`config.mk`:
```
export PLATFORM = sky130hd
export DESIGN_NAME = first_match_replace_unit
export DESIGN_NICKNAME = d
export VERILOG_FILES = /design/src/rtl/fmr_pkg.sv /design/src/rtl/fmr_cell.sv /design/src/rtl/fmr_cfg.sv /design/src/rtl/first_match_replace_unit.sv
export SDC_FILE = /design/constraint.sdc
export NUM_CORES = 1
export LEC_CHECK = 0
export ABC_AREA = 1
export BUFFER_PORTS_ARGS = -buffer_cell sky130_fd_sc_hd__buf_2
export CAP_MARGIN = 20
export CORE_ASPECT_RATIO = 0.5
export CORE_UTILIZATION = 45
export DETAILED_ROUTE_END_ITERATION = 10
export PLACE_DENSITY = 0.62
export SYNTH_ARGS = -nofsm -noshare
export SYNTH_HDL_FRONTEND = slang
export SYNTH_HIERARCHICAL = 1
export SYNTH_SLANG_ARGS = --single-unit
```
`constraint.sdc`:
```
create_clock -name aclk -period 9 [get_ports aclk]
set_input_delay 1.8 -clock aclk [delete_from_list [all_inputs] [get_ports aclk]]
set_output_delay 1.8 -clock aclk [all_outputs]
set_load 0.005 [all_outputs]
```
`src/rtl/fmr_pkg.sv`:
```
// Shared constants, register codes and cell control type for the find-and-replace unit.
package fmr_pkg;

    localparam int BYTE_W                    = 8;
    localparam int CFG_DATA_W                = 64;
    localparam int CFG_IDX_W                 = 2;
    localparam int LEN_FIELD_W               = 4;
    localparam int DEF_MAX_PATTERN_BYTES     = 8;
    localparam int DEF_MAX_REPLACEMENT_BYTES = 8;

    typedef enum logic [CFG_IDX_W-1:0] {
        REG_PATTERN_BYTES      = 2'd0,
        REG_PATTERN_LENGTH     = 2'd1,
        REG_REPLACEMENT_BYTES  = 2'd2,
        REG_REPLACEMENT_LENGTH = 2'd3
    } cfg_reg_t;

    // Per-cell control: shift pulls the neighbor's byte, sel marks the cell that
    // takes the incoming byte, load commits the candidate byte on accept.
    typedef struct packed {
        logic shift;
        logic sel;
        logic load;
    } cell_ctrl_t;

endpackage

```
`src/rtl/fmr_cell.sv`:
```
// One window cell: holds a byte, shifts from its neighbor, compares against its pattern byte.
module fmr_cell (
    input  logic                           aclk,
    input  fmr_pkg::cell_ctrl_t            ctrl,
    input  logic [fmr_pkg::BYTE_W-1:0]     in_byte,
    input  logic [fmr_pkg::BYTE_W-1:0]     nbr_byte,
    input  logic [fmr_pkg::BYTE_W-1:0]     pat_byte,
    output logic [fmr_pkg::BYTE_W-1:0]     byte_q,
    output logic                           eq
);

    logic [fmr_pkg::BYTE_W-1:0] byte_reg;
    logic [fmr_pkg::BYTE_W-1:0] byte_next;
    logic [fmr_pkg::BYTE_W-1:0] cur_byte;
    logic [fmr_pkg::BYTE_W-1:0] cand_byte;

    always_comb begin
        cur_byte  = ctrl.shift ? nbr_byte : byte_reg;
        cand_byte = ctrl.sel ? in_byte : cur_byte;
        eq        = (cand_byte == pat_byte);
        byte_next = ctrl.load ? cand_byte : cur_byte;
    end

    always_ff @(posedge aclk) begin
        byte_reg <= byte_next;
    end

    assign byte_q = byte_reg;

endmodule

```
`src/rtl/fmr_cfg.sv`:
```
// Configuration registers with length saturation.
module fmr_cfg #(
    parameter int MAX_PATTERN_BYTES     = fmr_pkg::DEF_MAX_PATTERN_BYTES,
    parameter int MAX_REPLACEMENT_BYTES = fmr_pkg::DEF_MAX_REPLACEMENT_BYTES,
    localparam int CNT_W                = $clog2(MAX_PATTERN_BYTES + 1),
    localparam int RCNT_W               = $clog2(MAX_REPLACEMENT_BYTES + 1)
) (
    input  logic                                        aclk,
    input  logic                                        aresetn,
    input  logic                                        cfg_valid,
    input  logic [fmr_pkg::CFG_IDX_W-1:0]               cfg_index,
    input  logic [fmr_pkg::CFG_DATA_W-1:0]              cfg_data,
    output logic [MAX_PATTERN_BYTES*fmr_pkg::BYTE_W-1:0]     pattern,
    output logic [CNT_W-1:0]                            plen,
    output logic [MAX_REPLACEMENT_BYTES*fmr_pkg::BYTE_W-1:0] repl,
    output logic [RCNT_W-1:0]                           rlen
);

    localparam int PAT_W = MAX_PATTERN_BYTES * fmr_pkg::BYTE_W;
    localparam int REP_W = MAX_REPLACEMENT_BYTES * fmr_pkg::BYTE_W;

    logic [PAT_W-1:0]                     pattern_reg;
    logic [CNT_W-1:0]                     plen_reg;
    logic [REP_W-1:0]                     repl_reg;
    logic [RCNT_W-1:0]                    rlen_reg;
    logic [fmr_pkg::LEN_FIELD_W-1:0]      len_field;
    logic [CNT_W-1:0]                     plen_sat;
    logic [RCNT_W-1:0]                    rlen_sat;

    always_comb begin
        len_field = cfg_data[fmr_pkg::LEN_FIELD_W-1:0];
        if (len_field == '0) begin
            plen_sat = CNT_W'(1);
        end else if (len_field > fmr_pkg::LEN_FIELD_W'(MAX_PATTERN_BYTES)) begin
            plen_sat = CNT_W'(MAX_PATTERN_BYTES);
        end else begin
            plen_sat = CNT_W'(len_field);
        end
        if (len_field > fmr_pkg::LEN_FIELD_W'(MAX_REPLACEMENT_BYTES)) begin
            rlen_sat = RCNT_W'(MAX_REPLACEMENT_BYTES);
        end else begin
            rlen_sat = RCNT_W'(len_field);
        end
    end

    always_ff @(posedge aclk) begin
        if (!aresetn) begin
            pattern_reg <= '0;
            plen_reg    <= CNT_W'(1);
            repl_reg    <= '0;
            rlen_reg    <= '0;
        end else if (cfg_valid) begin
            unique case (fmr_pkg::cfg_reg_t'(cfg_index))
                fmr_pkg::REG_PATTERN_BYTES:      pattern_reg <= cfg_data[PAT_W-1:0];
                fmr_pkg::REG_PATTERN_LENGTH:     plen_reg    <= plen_sat;
                fmr_pkg::REG_REPLACEMENT_BYTES:  repl_reg    <= cfg_data[REP_W-1:0];
                fmr_pkg::REG_REPLACEMENT_LENGTH: rlen_reg    <= rlen_sat;
            endcase
        end
    end

    assign pattern = pattern_reg;
    assign plen    = plen_reg;
    assign repl    = repl_reg;
    assign rlen    = rlen_reg;

endmodule

```
`src/rtl/first_match_replace_unit.sv`:
```
// Top level: streaming find-and-replace of the first pattern occurrence per record.
//
// Bytes enter a chain of window cells, one cell per pattern byte; each cell
// compares its byte with its pattern byte, and a match is tested when the window
// holds exactly the pattern length. The first match of a record is swapped for
// the replacement bytes; all other bytes pass through in order, and the window
// is flushed on the record's final byte. Results leave through a single output
// register at one byte per cycle while m_ready does not hold it off: one item
// per cycle in steady state, and the input holds off while a replacement or
// end-of-record flush drains. Items that cause no result (window filling,
// empty replacement) never hold off the input.
module first_match_replace_unit #(
    parameter int MAX_PATTERN_BYTES     = fmr_pkg::DEF_MAX_PATTERN_BYTES,
    parameter int MAX_REPLACEMENT_BYTES = fmr_pkg::DEF_MAX_REPLACEMENT_BYTES
) (
    input  logic                               aclk,
    input  logic                               aresetn,
    input  logic                               s_valid,
    output logic                               s_ready,
    input  logic [fmr_pkg::BYTE_W-1:0]         s_data_byte,
    input  logic                               s_record_end,
    output logic                               m_valid,
    input  logic                               m_ready,
    output logic [fmr_pkg::BYTE_W-1:0]         m_out_byte,
    output logic                               m_out_record_end,
    output logic                               m_run_last,
    input  logic                               cfg_valid,
    output logic                               cfg_ready,
    input  logic [fmr_pkg::CFG_IDX_W-1:0]      cfg_index,
    input  logic [fmr_pkg::CFG_DATA_W-1:0]     cfg_data
);

    localparam int P      = MAX_PATTERN_BYTES;
    localparam int R      = MAX_REPLACEMENT_BYTES;
    localparam int BW     = fmr_pkg::BYTE_W;
    localparam int CNT_W  = $clog2(P + 1);
    localparam int RCNT_W = $clog2(R + 1);

    logic [P*BW-1:0]      pattern;
    logic [CNT_W-1:0]     plen;
    logic [R*BW-1:0]      repl;
    logic [RCNT_W-1:0]    rlen;

    fmr_pkg::cell_ctrl_t  cell_ctrl [P];
    logic [BW-1:0]        cell_byte [P];
    logic [P-1:0]         cell_eq;
    logic [P-1:0]         pat_mask;

    // control state
    logic [CNT_W-1:0]     count_reg, count_next;
    logic [CNT_W-1:0]     pop_reg, pop_next;
    logic [RCNT_W-1:0]    rep_left_reg, rep_left_next;
    logic                 replaced_reg, replaced_next;
    logic                 end_reg, end_next;
    logic                 m_valid_reg, m_valid_next;

    // payload
    logic [R*BW-1:0]      rep_sh_reg, rep_sh_next;
    logic [BW-1:0]        out_byte_reg, out_byte_next;
    logic                 out_end_reg, out_end_next;
    logic                 run_last_reg, run_last_next;

    logic                 pop_run;
    logic                 busy;
    logic                 out_free;
    logic                 emit;
    logic                 is_last;
    logic                 shift;
    logic                 accept;
    logic                 match;
    logic [CNT_W-1:0]     count_eff;
    logic [CNT_W-1:0]     n_items;
    logic [CNT_W-1:0]     k_pop;

    fmr_cfg #(
        .MAX_PATTERN_BYTES     (P),
        .MAX_REPLACEMENT_BYTES (R)
    ) u_cfg (
        .aclk      (aclk),
        .aresetn   (aresetn),
        .cfg_valid (cfg_valid),
        .cfg_index (cfg_index),
        .cfg_data  (cfg_data),
        .pattern   (pattern),
        .plen      (plen),
        .repl      (repl),
        .rlen      (rlen)
    );

    assign cfg_ready = 1'b1;

    for (genvar i = 0; i < P; i++) begin : g_cell
        logic [BW-1:0] nbr_byte;
        if (i == P - 1) begin : g_tail
            assign nbr_byte = '0;
        end else begin : g_body
            assign nbr_byte = cell_byte[i+1];
        end

        assign cell_ctrl[i].shift = shift;
        assign cell_ctrl[i].sel   = (CNT_W'(i) == count_eff);
        assign cell_ctrl[i].load  = accept;
        assign pat_mask[i]        = (CNT_W'(i) < plen);

        fmr_cell u_cell (
            .aclk     (aclk),
            .ctrl     (cell_ctrl[i]),
            .in_byte  (s_data_byte),
            .nbr_byte (nbr_byte),
            .pat_byte (pattern[i*BW +: BW]),
            .byte_q   (cell_byte[i]),
            .eq       (cell_eq[i])
        );
    end

    always_comb begin
        pop_run   = (pop_reg != '0);
        busy      = pop_run || (rep_left_reg != '0);
        out_free  = !m_valid_reg || m_ready;
        emit      = busy && out_free;
        is_last   = pop_run ? (pop_reg == CNT_W'(1)) : (rep_left_reg == RCNT_W'(1));
        shift     = emit && pop_run;
        // take the next item in the same cycle the final result of a run leaves
        s_ready   = !busy || (out_free && is_last);
        accept    = s_valid && s_ready;
        count_eff = count_reg - CNT_W'(shift);
        n_items   = count_eff + CNT_W'(1);
        match     = !replaced_reg && (n_items == plen) && (&(cell_eq | ~pat_mask));

        if (replaced_reg || s_record_end) begin
            k_pop = n_items;
        end else if (n_items > plen) begin
            // window longer than pattern: drain down to one short of it
            k_pop = n_items - plen + CNT_W'(1);
        end else if (n_items == plen) begin
            k_pop = CNT_W'(1);
        end else begin
            k_pop = '0;
        end
    end

    always_comb begin
        count_next    = count_eff;
        pop_next      = pop_reg - CNT_W'(shift);
        rep_left_next = rep_left_reg - RCNT_W'(emit && !pop_run);
        rep_sh_next   = (emit && !pop_run) ? (rep_sh_reg >> BW) : rep_sh_reg;
        replaced_next = replaced_reg;
        end_next      = end_reg;

        if (accept) begin
            end_next = s_record_end;
            if (match) begin
                count_next    = '0;
                pop_next      = '0;
                rep_left_next = rlen;
                rep_sh_next   = repl;
                replaced_next = !s_record_end;
            end else begin
                count_next    = n_items;
                pop_next      = k_pop;
                rep_left_next = '0;
                replaced_next = replaced_reg && !s_record_end;
            end
        end

        m_valid_next  = emit ? 1'b1 : (m_ready ? 1'b0 : m_valid_reg);
        out_byte_next = out_byte_reg;
        out_end_next  = out_end_reg;
        run_last_next = run_last_reg;
        if (emit) begin
            out_byte_next = pop_run ? cell_byte[0] : rep_sh_reg[BW-1:0];
            run_last_next = is_last;
            out_end_next  = is_last && end_reg;
        end
    end

    always_ff @(posedge aclk) begin
        if (!aresetn) begin
            count_reg    <= '0;
            pop_reg      <= '0;
            rep_left_reg <= '0;
            replaced_reg <= 1'b0;
            end_reg      <= 1'b0;
            m_valid_reg  <= 1'b0;
        end else begin
            count_reg    <= count_next;
            pop_reg      <= pop_next;
            rep_left_reg <= rep_left_next;
            replaced_reg <= replaced_next;
            end_reg      <= end_next;
            m_valid_reg  <= m_valid_next;
        end
    end

    always_ff @(posedge aclk) begin
        rep_sh_reg   <= rep_sh_next;
        out_byte_reg <= out_byte_next;
        out_end_reg  <= out_end_next;
        run_last_reg <= run_last_next;
    end

    assign m_valid          = m_valid_reg;
    assign m_out_byte       = out_byte_reg;
    assign m_out_record_end = out_end_reg;
    assign m_run_last       = run_last_reg;

endmodule
```
; ---- After elaboration in Yosys (flattened, before gate mapping)
; Cells that the tools add are included.
[classes]
add_sub_neg = 6
muxes = 43
n_eq_ne = 21
n_bitwise = 2
reduce_logical = 29
magnitude_cmp = 10
[ops]
columns = op, n
row1 = $mux W8, 25
row2 = $mux W64, 3
row3 = $eq A8 B8 Y1, 8
row4 = $mux W4, 10
row5 = $eq A3 B4 Y1 const A, 4
row6 = $lt A3 B4 Y1 const A, 4
row7 = $sub A4 B1 Y4, 3
row8 = $logic_and A1 B1 Y1, 9
row9 = $add A4 B1 Y4 const B, 2
row10 = $eq A2 B4 Y1 const A, 2
row11 = $eq A4 B1 Y1 const B, 2
row12 = $logic_not A4 Y1, 2
row13 = $lt A1 B4 Y1 const A, 2
row14 = $lt A2 B4 Y1 const A, 2
row15 = $not A8 Y8, 1
row16 = $or A8 B8 Y8, 1
row17 = $reduce_and A2 Y1, 4
row18 = $reduce_and A8 Y1, 1
row19 = $reduce_bool A4 Y1, 2
row20 = $logic_not A1 Y1, 5
row21 = $mux W1, 5
row22 = $eq A1 B4 Y1 const A, 1
row23 = $eq A2 B2 Y1 const B, 2
row24 = $eq A4 B4 Y1, 1
row25 = 7 further kinds, 10
[totals]
elab_cells = 133
inputBits = 80
ff_bits = 289
out_inout_bits = 13

; ---- Logic depth before layout (Yosys ltp)
; Gate-level depths: netlist of run 1.
[depth]
depth_word = 13
depth_mapped = 34
depth_no_buf = 29

; ---- By module
; The synthesis of run 1 kept the hierarchy.
[by_module_without_submodules]
columns = module, cells_each, seq_area_each_um2, area_per_inst_um2, n_inst
row1 = fmr_cell, 149, 160.2, 822.0, 8
row2 = fmr_cfg, 820, 2722.6, 5740.5, 1
row3 = first_match_replace_unit, 715, 1881.8, 4747.1, 1

; ---- Worst setup path after synthesis of run 1
; OpenSTA, ideal clock, no wires.
[synth_path]
path_kind = input -> register
startpoint = input m_ready
endpoint = register rep_sh_reg[22]
t_arrival_ns = 6.504
n_path_buf = 4
t_required_ns = 8.887
setup_ns = 0.113
cell_stages = 27
path_slack_ns = 2.383
cell_sequence = or2_2 inv_1 nor2_1 ha_1 inv_1 ha_1 inv_1 nor2_1 buf_6 inv_4 buf_6 or2_4 nand3_2 nand2_1 nor2_2 nand2_1 nor2_1 or2_1 nand2_1 nor2_1 nand3_1 nor2_4 nand2_2 buf_6 buf_6 nor2_1 nor2_1
[synth_lines]
columns = element, line_no
row1 = "start, declared", first_match_replace_unit.sv:23  ; input logic m_ready,
row2 = "end signal, assigned", first_match_replace_unit.sv:196  ; rep_sh_reg <= rep_sh_next;
row3 = "end, declared", first_match_replace_unit.sv:58  ; logic [R*BW-1:0] rep_sh_reg, rep_sh_next;

==> results of run 1 <==
[through the flow]
stage	utilization [%]	total power, mW	setup slack [ns]	hold slack, ns
2_1_floorplan	-	4.60	2.38	0.428
3_3_place_gp	47.4	5.14	2.41	0.443
3_5_place_dp	47.4	5.17	2.31	0.450
4_1_cts	50.1	6.45	2.92	0.468
5_1_grt	50.1	7.08	2.42	0.483
6_report	50.1	6.45	2.94	0.461
[metal layers]
metal  GRT usage, %  wire (um)  up-vias
li1               -          -     8469
met2           35.7      19900      472
met1           40.8      25500     7335
met3           4.28       4330       55
met4           4.47        773        0
met5              0          0        -
[layout make-up]
type                    instances  area share [%]
flip-flops and latches        289            32.1
clock inverters                17            1.09
well taps                     484            3.30
inverters                     352            7.33
clock buffers                  35            4.25
diodes                          1          0.0137
repair buffers                105            3.09
multi-input cells            1955            48.8
[critical path, cell delays in order]
cell and delay (ns):
sky130_fd_sc_hd__buf_2 0.12, sky130_fd_sc_hd__or2_2 0.33, sky130_fd_sc_hd__inv_1 0.12, sky130_fd_sc_hd__nor2_4 0.06, sky130_fd_sc_hd__ha_1 0.39, sky130_fd_sc_hd__inv_1 0.16
sky130_fd_sc_hd__ha_1 0.19, sky130_fd_sc_hd__nand3_1 0.10, sky130_fd_sc_hd__nor2_1 0.57, sky130_fd_sc_hd__inv_4 0.23, sky130_fd_sc_hd__or2_2 0.33, sky130_fd_sc_hd__nand3_1 0.08
sky130_fd_sc_hd__nand2_1 0.06, sky130_fd_sc_hd__nor2_2 0.09, sky130_fd_sc_hd__nand2_1 0.05, sky130_fd_sc_hd__nor2_1 0.25, sky130_fd_sc_hd__nand2_1 0.11, sky130_fd_sc_hd__o21ai_0 0.22
sky130_fd_sc_hd__nand2_2 0.20, sky130_fd_sc_hd__nor2_8 0.77, sky130_fd_sc_hd__o21ai_0 0.19
[synthesized netlist by cell type, drive strengths merged]
cell type,n,share of area (%)
dfxtp,279,33
o21ai,77,2.3
nand3b,76,3.3
edfxtp,10,1.8
nor2,442,10
fa,2,0.23
clkinv,1,0.022
conb,2,0.044
a21oi,130,3.8
nand3,274,8.3
nand2,800,18
inv,351,7.8
a31oi,48,1.8
xor2,4,0.21
ha,17,1.2
buf,118,5.1
or2,67,2.6
clkbuf,26,0.57
nand4,3,0.11
[path summary, 6_finish.rpt]
check                      start             end
setup / recovery         m_ready  rep_sh_reg[62]
hold / removal    u_cfg/repl[57]  rep_sh_reg[57]
setup reg to reg      pop_reg[0]  rep_sh_reg[62]
hold reg to reg   u_cfg/repl[57]  rep_sh_reg[57]
[kinds of logic after synthesis]
| kind of cell | share of synthesized area [%] |
|---|---|
| flip-flops | 34.5 |
| other | 0.0440 |
| AO/OA/AOI/OAI | 7.85 |
| buffers and inverters | 13.6 |
| XOR/XNOR | 0.205 |
| adder cells (fa/ha/maj) | 1.48 |
| AND/OR/NAND/NOR | 42.3 |
[where the power goes]
group	internal (mW)	leakage (nW)	switching, mW	total, mW
Combinational	1.15	6.56	2.17	3.33
Clock	0.707	0.476	0.561	1.27
Sequential	1.64	2.40	0.215	1.85
Total	3.50	9.44	2.95	6.45
==> results.py, run 1 <==
metrics = {
    "floorplan": {
        "area_of_the_die_um2": 38800,
        "initial_core_util_pct": 46.6,
        "die-height_um": 140,
        "core_area_um2": 36600,
        "floorplan.io_pins": 93,
        "die_w_um": 277,
        "fp-row-count": 49,
    },
    "logic_synthesis": {
        "area_of_the_mapped_netlist_um2": 17100,
        "synth_area_per_cell_um2": 6.26,
        "synth-seq-cells": 289,
        "synth.distinct_cells": 35,
        "seq_area_frac_synth_pct": 34.5,
        "ys.warnings.count": 6,
        "instance_count_of_the_mapped_netlist": 2727,
    },
    "placed_design": {
        "post-dp-hpwl_um": 35200,
        "place_congestion": 0.932,
        "place.port_buffers": 91,
        "detailed_place.area_um2": 17300,
        "dp_cells": 3185,
    },
    "clock_network": {
        "cts_htree_levels": 1,
        "buffers_inserted_during_post_cts_setup_optimization": 0,
        "clock_pin_slew_reported_for_the_worst_setup_and_hold_paths_after_clock_tree_synthesis_ns": 0.07,
        "clk-insertion-delay-late_ns": 0.58,
        "cts_resized": 0,
        "clockRootBuffer": "sky130_fd_sc_hd__clkbuf_16",
        "holdBufCountCts": 0,
        "cts_inserted_buffers": 28,
        "cts_sinks": 289,
        "clock_tree.buffer_depth": 3,
        "tritoncts_clock_tree": "built",
    },
    "pwr": {
        "vdd.ir_drop.worst_v": 0.000192,
        "power.density_cell_area_nw_per_um2": 352,
        "leakage_nw": 9.44,
    },
    "sta": {
        "finalMaxSlewViolations": 0,
        "finalCritPeriodShare_pct": 67.4,
        "fin_tns_setup_ns": 0,
        "timing.slew.headroom_pct": 31.5,
        "minimum_clock_period_after_layout_ns": 6.06,
        "setup-violations-final": 0,
        "rsz_0062_raised_after_global_routing": "no",
        "tightest_slew_ns": 1.02,
        "clock.fmax_mhz": 165,
        "timing.final.hold_violations": 0,
        "clock_skew_ns": 0.0221,
    },
    "finish": {
        "multi_input_area_um2": 8940,
        "drive_above_1_share_pct": 9.48,
        "layout_commonest_cell": "sky130_fd_sc_hd__nand2_1",
        "seq_area_um2": 5890,
        "top_library_cells_by_usage_in_the_layout_fill_and_taps_aside": "sky130_fd_sc_hd__nand2_1, sky130_fd_sc_hd__nor2_1, sky130_fd_sc_hd__inv_1, sky130_fd_sc_hd__dfxtp_1, sky130_fd_sc_hd__nand3_1",
        "final_layout_net_count": 2830,
        "layout.cell_area.non_filler_um2": 18300,
        "final-instance-count-excl-fill": 3238,
        "area_growth_syn_to_layout_pct": 7.38,
        "layout.filler_cells": 3823,
    },
    "grt": {
        "grt_antenna_before_repair": 2,
        "grt_ovf": 0,
        "grt.total_usage_pct": 25.7,
        "first_global_vias": 14100,
        "grt_first_pass_wirelength_um": 79000,
        "grt_max_degree": 99,
    },
    "detailed_routing": {
        "wl_per_cell_um": 15.6,
        "antenna_left": 0,
        "drt_pre_antenna_iters": 6,
        "drt_iter0_drc": 1501,
        "postRouteWirelength_um": 50600,
        "drt-vias-per-instance": 5.04,
        "route.detailed.drc": 0,
        "detailroute.via_count": 16300,
    },
    "critical_path": {
        "worstSetupStartpointType": "primary input",
        "worst-r2r-cell-count": 21,
        "setup.worst_path.end_class": "flop",
        "critPathKind": "primary input to flop",
        "timing.reg2reg.setup_slack_ns": 3.72,
        "worst-path-max-fanout": 72,
        "arrival_time_of_data_at_the_critical_path_endpoint_ns": 6.48,
        "worstPathRequired_ns": 9.42,
    },
    "min_path": {
        "worstHoldPathType": "flop to flop",
        "whs_path_depth": 2,
    },
    "outcome": {
        "run_status": "complete, no violations",
    },
    "job": {
        "max_cap_violations": 0,
    },
}
No activity file was read; power rests on OpenSTA's default activity.
==> inputs of run 2 (changes only) <==
==> constraint.sdc (replaced) <==
create_clock -name aclk -period 5.9 [get_ports aclk]
set_input_delay 1.18 -clock aclk [delete_from_list [all_inputs] [get_ports aclk]]
set_output_delay 1.18 -clock aclk [all_outputs]
set_load 0.005 [all_outputs]
==> results.py, run 2 (same netlist as run 1, synthesis figures left out) <==
metrics = {
    "clock_network": {
        "buffers_inserted_during_post_cts_setup_optimization": 0,
        "holdBufCountCts": 0,
        "cts_inserted_buffers": 28,
        "clk-insertion-delay-late_ns": 0.59,
        "clock_pin_slew_reported_for_the_worst_setup_and_hold_paths_after_clock_tree_synthesis_ns": 0.07,
        "tritoncts_clock_tree": "built",
        "cts_sinks": 289,
        "cts_resized": 0,
        "clock_tree.buffer_depth": 3,
        "cts_htree_levels": 1,
        "clockRootBuffer": "sky130_fd_sc_hd__clkbuf_16",
    },
    "critical_path": {
        "setup.worst_path.end_class": "flop",
        "worstSetupStartpointType": "primary input",
        "worstPathRequired_ns": 6.42,
        "arrival_time_of_data_at_the_critical_path_endpoint_ns": 5.26,
        "timing.reg2reg.setup_slack_ns": 1.34,
        "worst-path-max-fanout": 59,
        "critPathKind": "primary input to flop",
    },
    "placed_design": {
        "place.port_buffers": 91,
        "post-dp-hpwl_um": 35100,
        "place_congestion": 0.894,
        "dp_cells": 3190,
        "place_ws_ns": 0.620,
    },
    "pwr": {
        "power.density_cell_area_nw_per_um2": 539,
        "leakage_nw": 9.50,
        "totalPowerFinal_mw": 9.93,
        "vdd.ir_drop.worst_v": 0.000229,
    },
    "sta": {
        "fin_tns_setup_ns": 0,
        "clock.fmax_mhz": 211,
        "tightest_slew_ns": 0.941,
        "finalMaxSlewViolations": 0,
        "timing.final.hold_violations": 0,
        "timing.slew.headroom_pct": 37.2,
        "setup-violations-final": 0,
        "rsz_0062_raised_after_global_routing": "no",
        "finalCritPeriodShare_pct": 80.4,
        "clock_skew_ns": 0.0232,
        "minimum_clock_period_after_layout_ns": 4.74,
        "finalWorstSetupSlack_ns": 1.16,
    },
    "finish": {
        "drive_above_1_share_pct": 9.58,
        "layout_commonest_cell": "sky130_fd_sc_hd__nand2_1",
        "top_library_cells_by_usage_in_the_layout_fill_and_taps_aside": "sky130_fd_sc_hd__nand2_1, sky130_fd_sc_hd__nor2_1, sky130_fd_sc_hd__inv_1, sky130_fd_sc_hd__dfxtp_1, sky130_fd_sc_hd__nand3_1",
        "area_growth_syn_to_layout_pct": 8.00,
        "final-instance-count-excl-fill": 3242,
        "final_layout_net_count": 2835,
    },
    "grt": {
        "grt_first_pass_wirelength_um": 79100,
        "grt_antenna_before_repair": 3,
        "first_global_vias": 14100,
        "grt_ovf": 0,
        "global_route.usage.met1_pct": 40.5,
        "grt_max_degree": 122,
        "fraction_of_met3_tracks_used_by_global_routing_pct": 5.37,
        "grt.total_usage_pct": 25.7,
        "grt_most_used_layer": "met1",
        "globalRouteMet2Util_pct": 35.3,
    },
    "detailed_routing": {
        "drt_pre_antenna_iters": 5,
        "drt-vias-per-instance": 5.06,
        "wl_per_cell_um": 15.6,
        "antenna_left": 0,
        "route.detailed.drc": 0,
        "drt_iter0_drc": 1829,
        "postRouteWirelength_um": 50600,
        "detailroute.via_count": 16400,
    },
    "floorplan": {
        "initial_core_util_pct": 46.6,
        "floorplan.io_pins": 93,
        "area_of_the_die_um2": 38800,
        "fp-row-count": 49,
        "core_area_um2": 36600,
        "die_w_um": 277,
        "die-height_um": 140,
    },
    "min_path": {
        "worstHoldPathType": "flop to flop",
    },
    "outcome": {
        "run_status": "complete, no violations",
    },
    "job": {
        "max_cap_violations": 0,
    },
}
## run 2: changes by cell type in the layout (fill, tap and decap cells not counted)
| cell | before | now |
|---|---|---|
| sky130_fd_sc_hd__clkinv_2 | 8 | 3 |
| sky130_fd_sc_hd__inv_6 | 0 | 1 |
| sky130_fd_sc_hd__clkinv_4 | 2 | 0 |
| sky130_fd_sc_hd__diode_2 | 1 | 2 |
| sky130_fd_sc_hd__clkinvlp_4 | 3 | 0 |
| sky130_fd_sc_hd__clkbuf_8 | 3 | 10 |
| sky130_fd_sc_hd__buf_4 | 16 | 19 |
| sky130_fd_sc_hd__buf_12 | 0 | 2 |
## run 2: metrics by stage
step,instance area [um^2],hold WS (ns),utilization [%]
after CTS,18400,0.460,50.3
after detailed placement,17400,0.452,47.6
final,18400,0.455,50.4
after global routing,18400,0.468,50.3
after floorplan,17100,0.428,-
after global placement,17400,0.439,47.6
## run 2: routing by layer
metal / part of all wire, % / up-vias / routed length (um)
met3: 8.6 / 46 / 4340
li1: - / 8472 / -
met2: 39 / 484 / 19800
met4: 1.4 / 0 / 733
met5: 0 / - / 0
met1: 51 / 7387 / 25700
## run 2: cell type report
type	count	area, um^2
fillers	3778	18200
clock buffers	42	875
clock inverters	8	144
inverters	352	1340
repair buffers	110	628
multi-input cells	1955	8940
flip-flops and latches	289	5890
diodes	2	5.00
well taps	484	606
## run 2: path summary, 6_finish.rpt
path                                startpoint              to  cells past startpoint
worst max register to register      pop_reg[1]   rep_sh_reg[0]                     24
worst min register to register  u_cfg/repl[56]  rep_sh_reg[56]                      2
worst max-delay path                   m_ready   rep_sh_reg[0]                     24
worst min-delay path            u_cfg/repl[56]  rep_sh_reg[56]                      2
## run 2: worst max-delay path, stage by stage
cell	delay [ns]
sky130_fd_sc_hd__buf_2	0.11
sky130_fd_sc_hd__or2_2	0.33
sky130_fd_sc_hd__inv_1	0.13
sky130_fd_sc_hd__nor2_4	0.07
sky130_fd_sc_hd__ha_1	0.38
sky130_fd_sc_hd__inv_1	0.16
sky130_fd_sc_hd__ha_1	0.20
sky130_fd_sc_hd__nand3_1	0.11
sky130_fd_sc_hd__nor2_1	0.11
sky130_fd_sc_hd__buf_4	0.19
sky130_fd_sc_hd__inv_4	0.12
sky130_fd_sc_hd__or2_2	0.28
sky130_fd_sc_hd__nand3_1	0.08
sky130_fd_sc_hd__nand2_1	0.06
sky130_fd_sc_hd__nor2_1	0.13
sky130_fd_sc_hd__nand2_1	0.07
sky130_fd_sc_hd__nor2_1	0.22
sky130_fd_sc_hd__nand2_1	0.11
sky130_fd_sc_hd__o21ai_0	0.23
sky130_fd_sc_hd__nand2_2	0.20
sky130_fd_sc_hd__nor2_8	0.24
sky130_fd_sc_hd__buf_12	0.30
sky130_fd_sc_hd__nor2_1	0.07
sky130_fd_sc_hd__nor2_1	0.13
## run 2: power breakdown
part | internal [mW] | switching [mW]
registers | 2.50 | 0.334
logic | 1.79 | 3.30
clock network | 1.16 | 0.851
total | 5.44 | 4.49
